File: src/sv/ddjg_pkg.sv
// Types, widths and month tables for the date difference unit
package ddjg_pkg;

  localparam int unsigned DayW   = 5;
  localparam int unsigned MonthW = 4;
  localparam int unsigned YearW  = 14;
  localparam int unsigned DiffW  = 23;
  localparam int unsigned DayNumW = 23;

  localparam logic [YearW-1:0] ReformYear = 14'd1582;
  localparam logic [YearW-1:0] ReformYearM1 = 14'd1581;
  localparam logic [MonthW-1:0] MonthFeb = 4'd2;
  localparam logic [MonthW-1:0] MonthOct = 4'd10;
  localparam logic [MonthW-1:0] MonthDec = 4'd12;
  localparam logic [DayW-1:0] GapFirst = 5'd5;
  localparam logic [DayW-1:0] GapLast  = 5'd14;
  localparam logic [DayNumW-1:0] DaysPerYear = 23'd365;
  localparam logic [DayNumW-1:0] GapDays = 23'd10;
  localparam logic [12:0] GregOffset = 13'd2;

  // floor(a / 100) == (a * Recip100) >> Recip100Shift for all 14-bit a
  localparam int unsigned Recip100Shift = 19;
  localparam logic [26:0] Recip100 = 27'd5243;
  localparam logic [6:0] CenturyLast = 7'd99;

  typedef struct packed {
    logic [DayW-1:0]   first_day;
    logic [MonthW-1:0] first_month;
    logic [YearW-1:0]  first_year;
    logic [DayW-1:0]   second_day;
    logic [MonthW-1:0] second_month;
    logic [YearW-1:0]  second_year;
  } ddjg_in_t;

  typedef struct packed {
    logic signed [DiffW-1:0] day_difference;
    logic                    date_invalid;
  } ddjg_out_t;

  function automatic logic [DayW-1:0] month_len(input logic [MonthW-1:0] m);
    logic [DayW-1:0] len;
    case (m)
      4'd1:    len = 5'd31;
      4'd2:    len = 5'd28;
      4'd3:    len = 5'd31;
      4'd4:    len = 5'd30;
      4'd5:    len = 5'd31;
      4'd6:    len = 5'd30;
      4'd7:    len = 5'd31;
      4'd8:    len = 5'd31;
      4'd9:    len = 5'd30;
      4'd10:   len = 5'd31;
      4'd11:   len = 5'd30;
      4'd12:   len = 5'd31;
      default: len = 5'd0;
    endcase
    return len;
  endfunction

  function automatic logic [8:0] month_start(input logic [MonthW-1:0] m);
    logic [8:0] st;
    case (m)
      4'd1:    st = 9'd0;
      4'd2:    st = 9'd31;
      4'd3:    st = 9'd59;
      4'd4:    st = 9'd90;
      4'd5:    st = 9'd120;
      4'd6:    st = 9'd151;
      4'd7:    st = 9'd181;
      4'd8:    st = 9'd212;
      4'd9:    st = 9'd243;
      4'd10:   st = 9'd273;
      4'd11:   st = 9'd304;
      4'd12:   st = 9'd334;
      default: st = 9'd0;
    endcase
    return st;
  endfunction

endpackage

File: src/sv/ddjg_day_num.sv
// Validity check and day number of one calendar date
module ddjg_day_num #(
  parameter int unsigned YEAR_MAX = 9999
) (
  input  logic [ddjg_pkg::DayW-1:0]    day_i,
  input  logic [ddjg_pkg::MonthW-1:0]  month_i,
  input  logic [ddjg_pkg::YearW-1:0]   year_i,
  output logic                         valid_o,
  output logic [ddjg_pkg::DayNumW-1:0] day_num_o
);
  import ddjg_pkg::*;

  logic [YearW-1:0]  yr_m1;
  logic [26:0]       prod;
  logic [7:0]        cent;
  logic [6:0]        cent_rem;
  logic [13:0]       cent_x100;
  logic              julian;
  logic              reform;
  logic              leap;
  logic [DayW-1:0]   len;
  logic              in_gap;
  logic              late;
  logic [12:0]       leap_term;

  assign yr_m1     = year_i - 14'd1;
  assign prod      = 27'(yr_m1) * Recip100;
  assign cent      = prod[Recip100Shift +: 8];
  assign cent_x100 = 14'(cent) * 14'd100;
  assign cent_rem  = 7'(yr_m1 - cent_x100);

  assign julian = year_i < ReformYear;
  assign reform = year_i == ReformYear;

  always_comb begin
    if (julian) begin
      leap = yr_m1[1:0] == 2'b11;
    end else if (reform) begin
      leap = 1'b0;
    end else begin
      leap = (yr_m1[1:0] == 2'b11) && ((cent_rem != CenturyLast) || (cent[1:0] == 2'b11));
    end
  end

  assign len    = month_len(month_i) + DayW'(month_i == MonthFeb && leap);
  assign in_gap = reform && month_i == MonthOct && day_i inside {[GapFirst:GapLast]};
  assign late   = reform && (month_i > MonthOct || (month_i == MonthOct && day_i > GapLast));

  assign valid_o = month_i != '0 && month_i <= MonthDec && year_i != '0
                   && 32'(year_i) <= YEAR_MAX && day_i != '0 && day_i <= len && !in_gap;

  always_comb begin
    if (yr_m1 <= ReformYearM1) begin
      leap_term = 13'(yr_m1 >> 2);
    end else begin
      leap_term = 13'(yr_m1 >> 2) - 13'(cent) + 13'(cent >> 2) + GregOffset;
    end
  end

  assign day_num_o = DayNumW'(yr_m1) * DaysPerYear + DayNumW'(leap_term)
                     + DayNumW'(month_start(month_i)) + DayNumW'(day_i)
                     + DayNumW'(month_i > MonthFeb && leap)
                     - (late ? GapDays : '0);

endmodule

File: src/sv/date_difference_julian_gregorian_unit.sv
// Top level of the date difference unit: input register, day numbers, result register
//
//  channel  | ports                     | transfer
//  ---------+---------------------------+-------------------------------
//  command  | start_i, busy_o, item_i   | start_i high while busy_o low
//  result   | done_o, result_o          | done_o high for one cycle
//
// One pair of dates is taken every cycle; busy_o stays low.
// A pair passes through the input register, then through both day number units
// into the result register.
// Reset clears the valid flags only; the receiver cannot stall.
module date_difference_julian_gregorian_unit #(
  parameter int unsigned YEAR_MAX = 9999
) (
  input  logic                clk_i,
  input  logic                rst_ni,
  input  logic                start_i,
  output logic                busy_o,
  input  ddjg_pkg::ddjg_in_t  item_i,
  output logic                done_o,
  output ddjg_pkg::ddjg_out_t result_o
);
  import ddjg_pkg::*;

  ddjg_in_t            in_q;
  logic                in_vld_q;
  ddjg_out_t           out_d, out_q;
  logic                done_q;
  logic                first_ok, second_ok;
  logic [DayNumW-1:0]  first_num, second_num;

  assign busy_o = 1'b0;

  always_ff @(posedge clk_i or negedge rst_ni) begin
    if (!rst_ni) begin
      in_vld_q <= 1'b0;
      done_q   <= 1'b0;
    end else begin
      in_vld_q <= start_i && !busy_o;
      done_q   <= in_vld_q;
    end
  end

  always_ff @(posedge clk_i) begin
    if (start_i && !busy_o) begin
      in_q <= item_i;
    end
    if (in_vld_q) begin
      out_q <= out_d;
    end
  end

  ddjg_day_num #(.YEAR_MAX(YEAR_MAX)) u_first (
    .day_i    (in_q.first_day),
    .month_i  (in_q.first_month),
    .year_i   (in_q.first_year),
    .valid_o  (first_ok),
    .day_num_o(first_num)
  );

  ddjg_day_num #(.YEAR_MAX(YEAR_MAX)) u_second (
    .day_i    (in_q.second_day),
    .month_i  (in_q.second_month),
    .year_i   (in_q.second_year),
    .valid_o  (second_ok),
    .day_num_o(second_num)
  );

  always_comb begin
    out_d.date_invalid = !(first_ok && second_ok);
    if (first_ok && second_ok) begin
      out_d.day_difference = DiffW'(second_num - first_num);
    end else begin
      out_d.day_difference = '0;
    end
  end

  assign done_o   = done_q;
  assign result_o = out_q;

endmodule

File: config.mk
export PLATFORM = sky130hd
export DESIGN_NAME = date_difference_julian_gregorian_unit
export DESIGN_NICKNAME = d
export VERILOG_FILES = /design/src/sv/ddjg_pkg.sv /design/src/sv/ddjg_day_num.sv /design/src/sv/date_difference_julian_gregorian_unit.sv
export SDC_FILE = /design/constraint.sdc
export NUM_CORES = 1
export LEC_CHECK = 0
export BUFFER_PORTS_ARGS = -buffer_cell sky130_fd_sc_hd__buf_2
export CAP_MARGIN = 15
export CORE_UTILIZATION = 62
export CTS_CLUSTER_SIZE = 8
export DETAILED_ROUTE_END_ITERATION = 8
export HOLD_SLACK_MARGIN = 0.1
export PLACE_DENSITY = 0.86
export REMOVE_ABC_BUFFERS = 1
export SLEW_MARGIN = 5
export SYNTH_ARGS = -nofsm -noshare
export SYNTH_HDL_FRONTEND = slang
export SYNTH_SLANG_ARGS = --single-unit
File: constraint.sdc
create_clock -name clk_i -period 18.9 [get_ports clk_i]
set_clock_uncertainty 0.05 [all_clocks]
set_input_delay 2.835 -clock clk_i [delete_from_list [all_inputs] [get_ports clk_i]]
set_output_delay 2.835 -clock clk_i [all_outputs]
set_load 0.03 [all_outputs]
==> flow_summary_export.csv, run 1 <==
group,metric,value,unit
drt,vias,15700,
synthesis,postSynth.asyncResetShare,2.08,%
final_layout,post-route-cell-area,23300,µm²
clock_network,clk_pin_slew,0.08,ns
synthesis,synth_area,22000,µm²
hold_path,hold_path_class,"reg2reg",
sta,slew_headroom,27.8,%
synthesis,yosysWarningCount,0,
critical_path,cp.required,18.98,ns
global_routing,grt_pass1_vias,17300,
critical_path,worst_path_largest_cell_delay,0.87,ns
synthesis,netlist.area_leader.share,30.0,%
sta,setup_viol,0,
place,hpwlAfterDp,46800,µm
synthesis,synth_top_cells_by_count,"634 x inv_1, 473 x ha_1, 330 x fa_1, 88 x nand2_1, 77 x nor2_1",
synthesis,ys_seq_area_share,12.0,%
synthesis,netlist_top_cells_area,"fa_1 30%, ha_1 27%, inv_1 11%, edfxtp_1 9.5%, xnor2_1 2.5%",
place,port_buffers,73,
clock_network,cts_sinks,96,
clock_network,cts_buffers,9,
global_routing,grt_pass1_wl,89400,µm
run,drv_cap,0,
sta,max_freq,0.0600,GHz
drt,wire_per_inst,19.6,µm
synthesis,synthFlopType,"edfxtp_1",
clock_network,postCtsSetupBuffers,0,
die,start_util,63.4,%
sta,tightestPinTransition,1.07,ns
critical_path,crit_slowest_cell,"o311ai_1",
drt,routed_via_density,5.62,
synthesis,postSynthCellCount,2247,
die,design.core.area,34700,µm²
clock_network,clk_path_buf_depth,2,
place,gp_congestion,1.03,
drt,first_iter_violations,1025,
sta,fin_crit,16.65,ns
final_layout,fill_cells,2636,
place,postPlaceCellArea,23000,µm²
drt,drcViolationCount,0,
drt,antenna_left,0,
sta,finalCritPeriodShare,88.1,%
die,rows,68,
clock_network,insertion_delay,0.39,ns
critical_path,path_class,"reg2reg",
sta,setup-tns-final,0,ns
global_routing,antenna_found_initial,2,
sta,whs,0.669,ns
global_routing,grt_usage,32.4,%
critical_path,cp-end-kind,"flip-flop",
clock_network,cts_resized,0,
synthesis,synth_most_common_cell,"inv_1",
clock_network,postCtsHoldBufs,0,
die,dieArea,36300,µm²
critical_path,startpoint_type,"flip-flop",
die,die-width,190,µm
critical_path,arrival,16.74,ns
synthesis,ys_types,77,
final_layout,final_cells,2796,
drt,dr.pass1.iters,5,
die,ios,75,
clock_network,htree_levels,3,
sta,rsz0062_at_grt,"false",
sta,maxSlewViolCount,0,
clock_network,cts_tree,"built",
critical_path,cpMostUsedCell,"fa_1",
synthesis,yosys.area.top_type,"fa_1",
sta,hold_viol_final,0,
synthesis,synth_edf_count,70,
critical_path,path_buf_inv,10,
global_routing,grt_max_degree,59,
clock_network,ctsRootBufferMaster,"clkbuf_16",
critical_path,cp_max_fo,16,
synthesis,syn_area_per_cell,9.80,µm²
drt,wl,54800,µm
final_layout,nNetsFinal,3187,
place,dpl.cell_count,2778,
outcome,outcome,"complete, no violations",
final_layout,layout-drive-gt1-share,6.20,%
global_routing,grt_overflow,0,
final_layout,area.growth.synth_to_final,5.95,%
critical_path,cpLargestDelayFamily,"adder cells",
synthesis,synth-seq-cells,96,
die,die_h,190,µm
==> cell families after synthesis <==
family | after synthesis | synth area share [%]
flip-flops | 96 | 12.0
multiplexers | 27 | 1.28
other | 1 | 0.0170
AND/OR/NAND/NOR | 328 | 7.57
AO/OA/AOI/OAI | 233 | 6.69
XOR/XNOR | 104 | 4.34
adder cells (fa/ha/maj) | 803 | 56.9
buffers and inverters | 655 | 11.3
==> final timing paths <==
path                       startpoint      endpoint  depth (start not counted)  slack, ns
max                          in_q[23]  result_o[23]                         52       2.25
min                          in_vld_q        done_o                          0       0.67
max reg2reg                  in_q[23]  result_o[23]                         52       2.25
min reg2reg                  in_vld_q        done_o                          0       0.67
max in group asynchronous      rst_ni        done_o                          1      16.52
min in group asynchronous      rst_ni      in_vld_q                          1       2.18
==> worst register-to-register path, delay by kind of cell (launching register included) <==
| family | cells | cell delay [ns] |
|---|---|---|
| adder cells (fa/ha/maj) | 18 | 7.90 |
| AND/OR/NAND/NOR | 11 | 2.97 |
| AO/OA/AOI/OAI | 9 | 2.47 |
| buffers and inverters | 10 | 1.53 |
| flip-flops | 1 | 0.69 |
| XOR/XNOR | 3 | 0.46 |
| multiplexers | 1 | 0.30 |
==> per-stage QoR <==
step | util (%) | worst slack [ns]
3_5_place_dp | 66.3 | 2.46
6_report | 67.2 | 2.25
3_3_place_gp | 66.3 | 2.91
2_1_floorplan | - | 4.23
4_1_cts | 67.1 | 2.40
5_1_grt | 67.2 | 1.58
==> metal layers <==
metal  wire, µm  global-route usage (%)
met2      27000                    55.8
met1      21900                    39.4
met3       3240                    5.70
met4       2650                    14.8
met5         13                       0
==> placed cells by master (no fill, tap or decap), drive strengths merged, types with 24 or more instances in the layout <==
cell,instances
inv,641
ha,473
fa,330
buf,95
nand2,88
nor2,78
edfxtp,70
a21oi,69
xnor2,65
o21ai,61
xor2,38
nand3,32
nor3,27
dfxtp,24
==> cell type report <==
type	instances	area (µm²)	area share, %
antenna	1	2.50	0.0107
clock buffer	10	229	0.981
clock inverter	6	50.0	0.215
inverter	637	2390	10.2
multi-input combinational	1496	16900	72.5
sequential	96	2630	11.3
tap	455	569	2.44
timing repair buffer	95	551	2.36
Power of run 1 is not shown: default switching activity piles up to over one toggle a cycle in this logic, so the estimate is an artifact.
==> run 2: changes to the inputs <==
- CORE_UTILIZATION: 62 -> 65
- PLACE_DENSITY: 0.86 -> 0.89
==> run 2 against run 1 <==
Cell count fell by 0.29%. Design area increased by 0.20%. Largest cell class unchanged. Register-to-register slack better by 0.35 ns. Core utilization is 2.7 points higher. Critical path type unchanged. Setup slack gained 0.35 ns. Via count increased by 3.0%. Non-clock buffer count is the same. Sequential share of layout area about the same. Die area down 4.6%. Global-route usage is 2.0 points higher.
==> flow_summary_export.csv, run 2 (synthesized netlist as in run 1, its figures left out) <==
group,metric,value,unit
die,design.core.area,33400,µm²
hold_path,hold_start,"in_vld_q",
critical_path,reg2reg_depth,51,
critical_path,cpLargestDelayFamily,"adder cells",
drt,first_iter_violations,1164,
critical_path,r2r_end,"result_o[23]",
place,hpwlAfterDp,46900,µm
sta,slew_headroom,30.4,%
global_routing,grt_overflow,0,
clock_network,htree_levels,3,
hold_path,hold_path_class,"reg2reg",
critical_path,cp.required,18.98,ns
die,die_h,186,µm
outcome,outcome,"complete, no violations",
global_routing,grt_pass1_wl,89200,µm
clock_network,postCtsHoldBufs,0,
sta,tightestPinTransition,1.01,ns
hold_path,hold_depth,0,
critical_path,path_buf_inv,9,
critical_path,cpMostUsedCell,"fa_1",
global_routing,antenna_found_initial,0,
critical_path,cp.depth,51,
critical_path,crit_slowest_cell,"edfxtp_1",
hold_path,hold_end,"result_o[7]",
critical_path,path_class,"reg2reg",
die,start_util,65.8,%
clock_network,cts_buffers,9,
drt,dr.pass1.iters,5,
drt,routed_via_density,5.80,
sta,finalCritPeriodShare,86.3,%
final_layout,layout-drive-gt1-share,6.24,%
sta,fin_crit,16.31,ns
clock_network,cts_sinks,96,
critical_path,cp-end-kind,"flip-flop",
place,port_buffers,73,
clock_network,postCtsSetupBuffers,0,
drt,wire_per_inst,20.0,µm
sta,layout_setup_ws,2.59,ns
clock_network,clk_path_buf_depth,2,
global_routing,grt_pass1_vias,17500,
place,dp_worst_setup_slack,2.69,ns
clock_network,clk_pin_slew,0.09,ns
final_layout,area.growth.synth_to_final,6.17,%
die,ios,75,
clock_network,insertion_delay,0.39,ns
drt,drcViolationCount,0,
sta,maxSlewViolCount,0,
critical_path,cp_max_fo,16,
final_layout,layout_common_cells,"634 x inv_1, 473 x ha_1, 330 x fa_1, 88 x nand2_1, 77 x nor2_1",
place,dpl.cell_count,2771,
sta,rsz0062_at_grt,"false",
die,rows,67,
final_layout,final_cells,2788,
critical_path,rrSetupSlack,2.59,ns
critical_path,startpoint_type,"flip-flop",
critical_path,r2r-start,"in_q[23]",
sta,max_freq,0.0613,GHz
clock_network,ctsRootBufferMaster,"clkbuf_16",
drt,vias,16200,
sta,setup_viol,0,
final_layout,nNetsFinal,3187,
drt,wl,55800,µm
run,drv_cap,0,
final_layout,antennaDiodeCount,0,
die,dieArea,34600,µm²
sta,setup-tns-final,0,ns
die,die-width,186,µm
drt,antenna_left,0,
place,gp_congestion,1.01,
global_routing,grt_usage,34.3,%
clock_network,cts_resized,0,
sta,hold_viol_final,0,
critical_path,worst_path_largest_cell_delay,0.69,ns
critical_path,arrival,16.39,ns
clock_network,cts_tree,"built",
final_layout,final_common_cell,"inv_1",
global_routing,grt_max_degree,59,
[run 2: how the worst max path moves through the flow]
stage               startpoint      endpoint  slack (ns)
global route          in_q[23]  result_o[23]        1.75
finish                in_q[23]  result_o[23]        2.59
floorplan             in_q[23]  result_o[23]        4.23
CTS                   in_q[23]  result_o[23]        2.62
global placement      in_q[23]  result_o[23]        3.12
detailed placement    in_q[23]  result_o[23]        2.69
[run 2: final cells by class]
cell class / instances / area [µm²]
Tap cell: 448 / 561
Clock buffer: 11 / 253
Fill cell: 2281 / 10100
Inverter: 637 / 2390
Sequential cell: 96 / 2630
Clock inverter: 5 / 85.1
Multi-Input combinational cell: 1496 / 16900
Timing Repair Buffer: 95 / 551
[run 2: stage by stage]
step	area [µm²]	util (%)	hold slack, ns
5_1_grt	23400	69.9	0.706
3_5_place_dp	23000	68.8	0.782
3_3_place_gp	23000	68.8	0.742
2_1_floorplan	21900	-	0.641
4_1_cts	23400	69.8	0.781
6_report	23400	69.9	0.695
[run 2: per-layer routing]
layer  share of wire [%]  track usage [%]  wire [µm]
met5                   0                0          0
met4                 7.3             23.8       4060
met1                  38             40.5      21400
met2                  48             56.5      26500
met3                 6.9             6.71       3850
[run 2: worst register-to-register path: cells and delay by family, from the launching register on]
kind	cells	cell delay (ns)
muxes	1	0.30
xor gates and xnor gates	3	0.44
and+or+nand+nor	11	3.03
adders and majority gates	18	7.78
buffers and inverters	9	1.54
DFF	1	0.69
AOI/OAI and AO/OA	9	2.21
Power of run 2 is left out for the same reason.
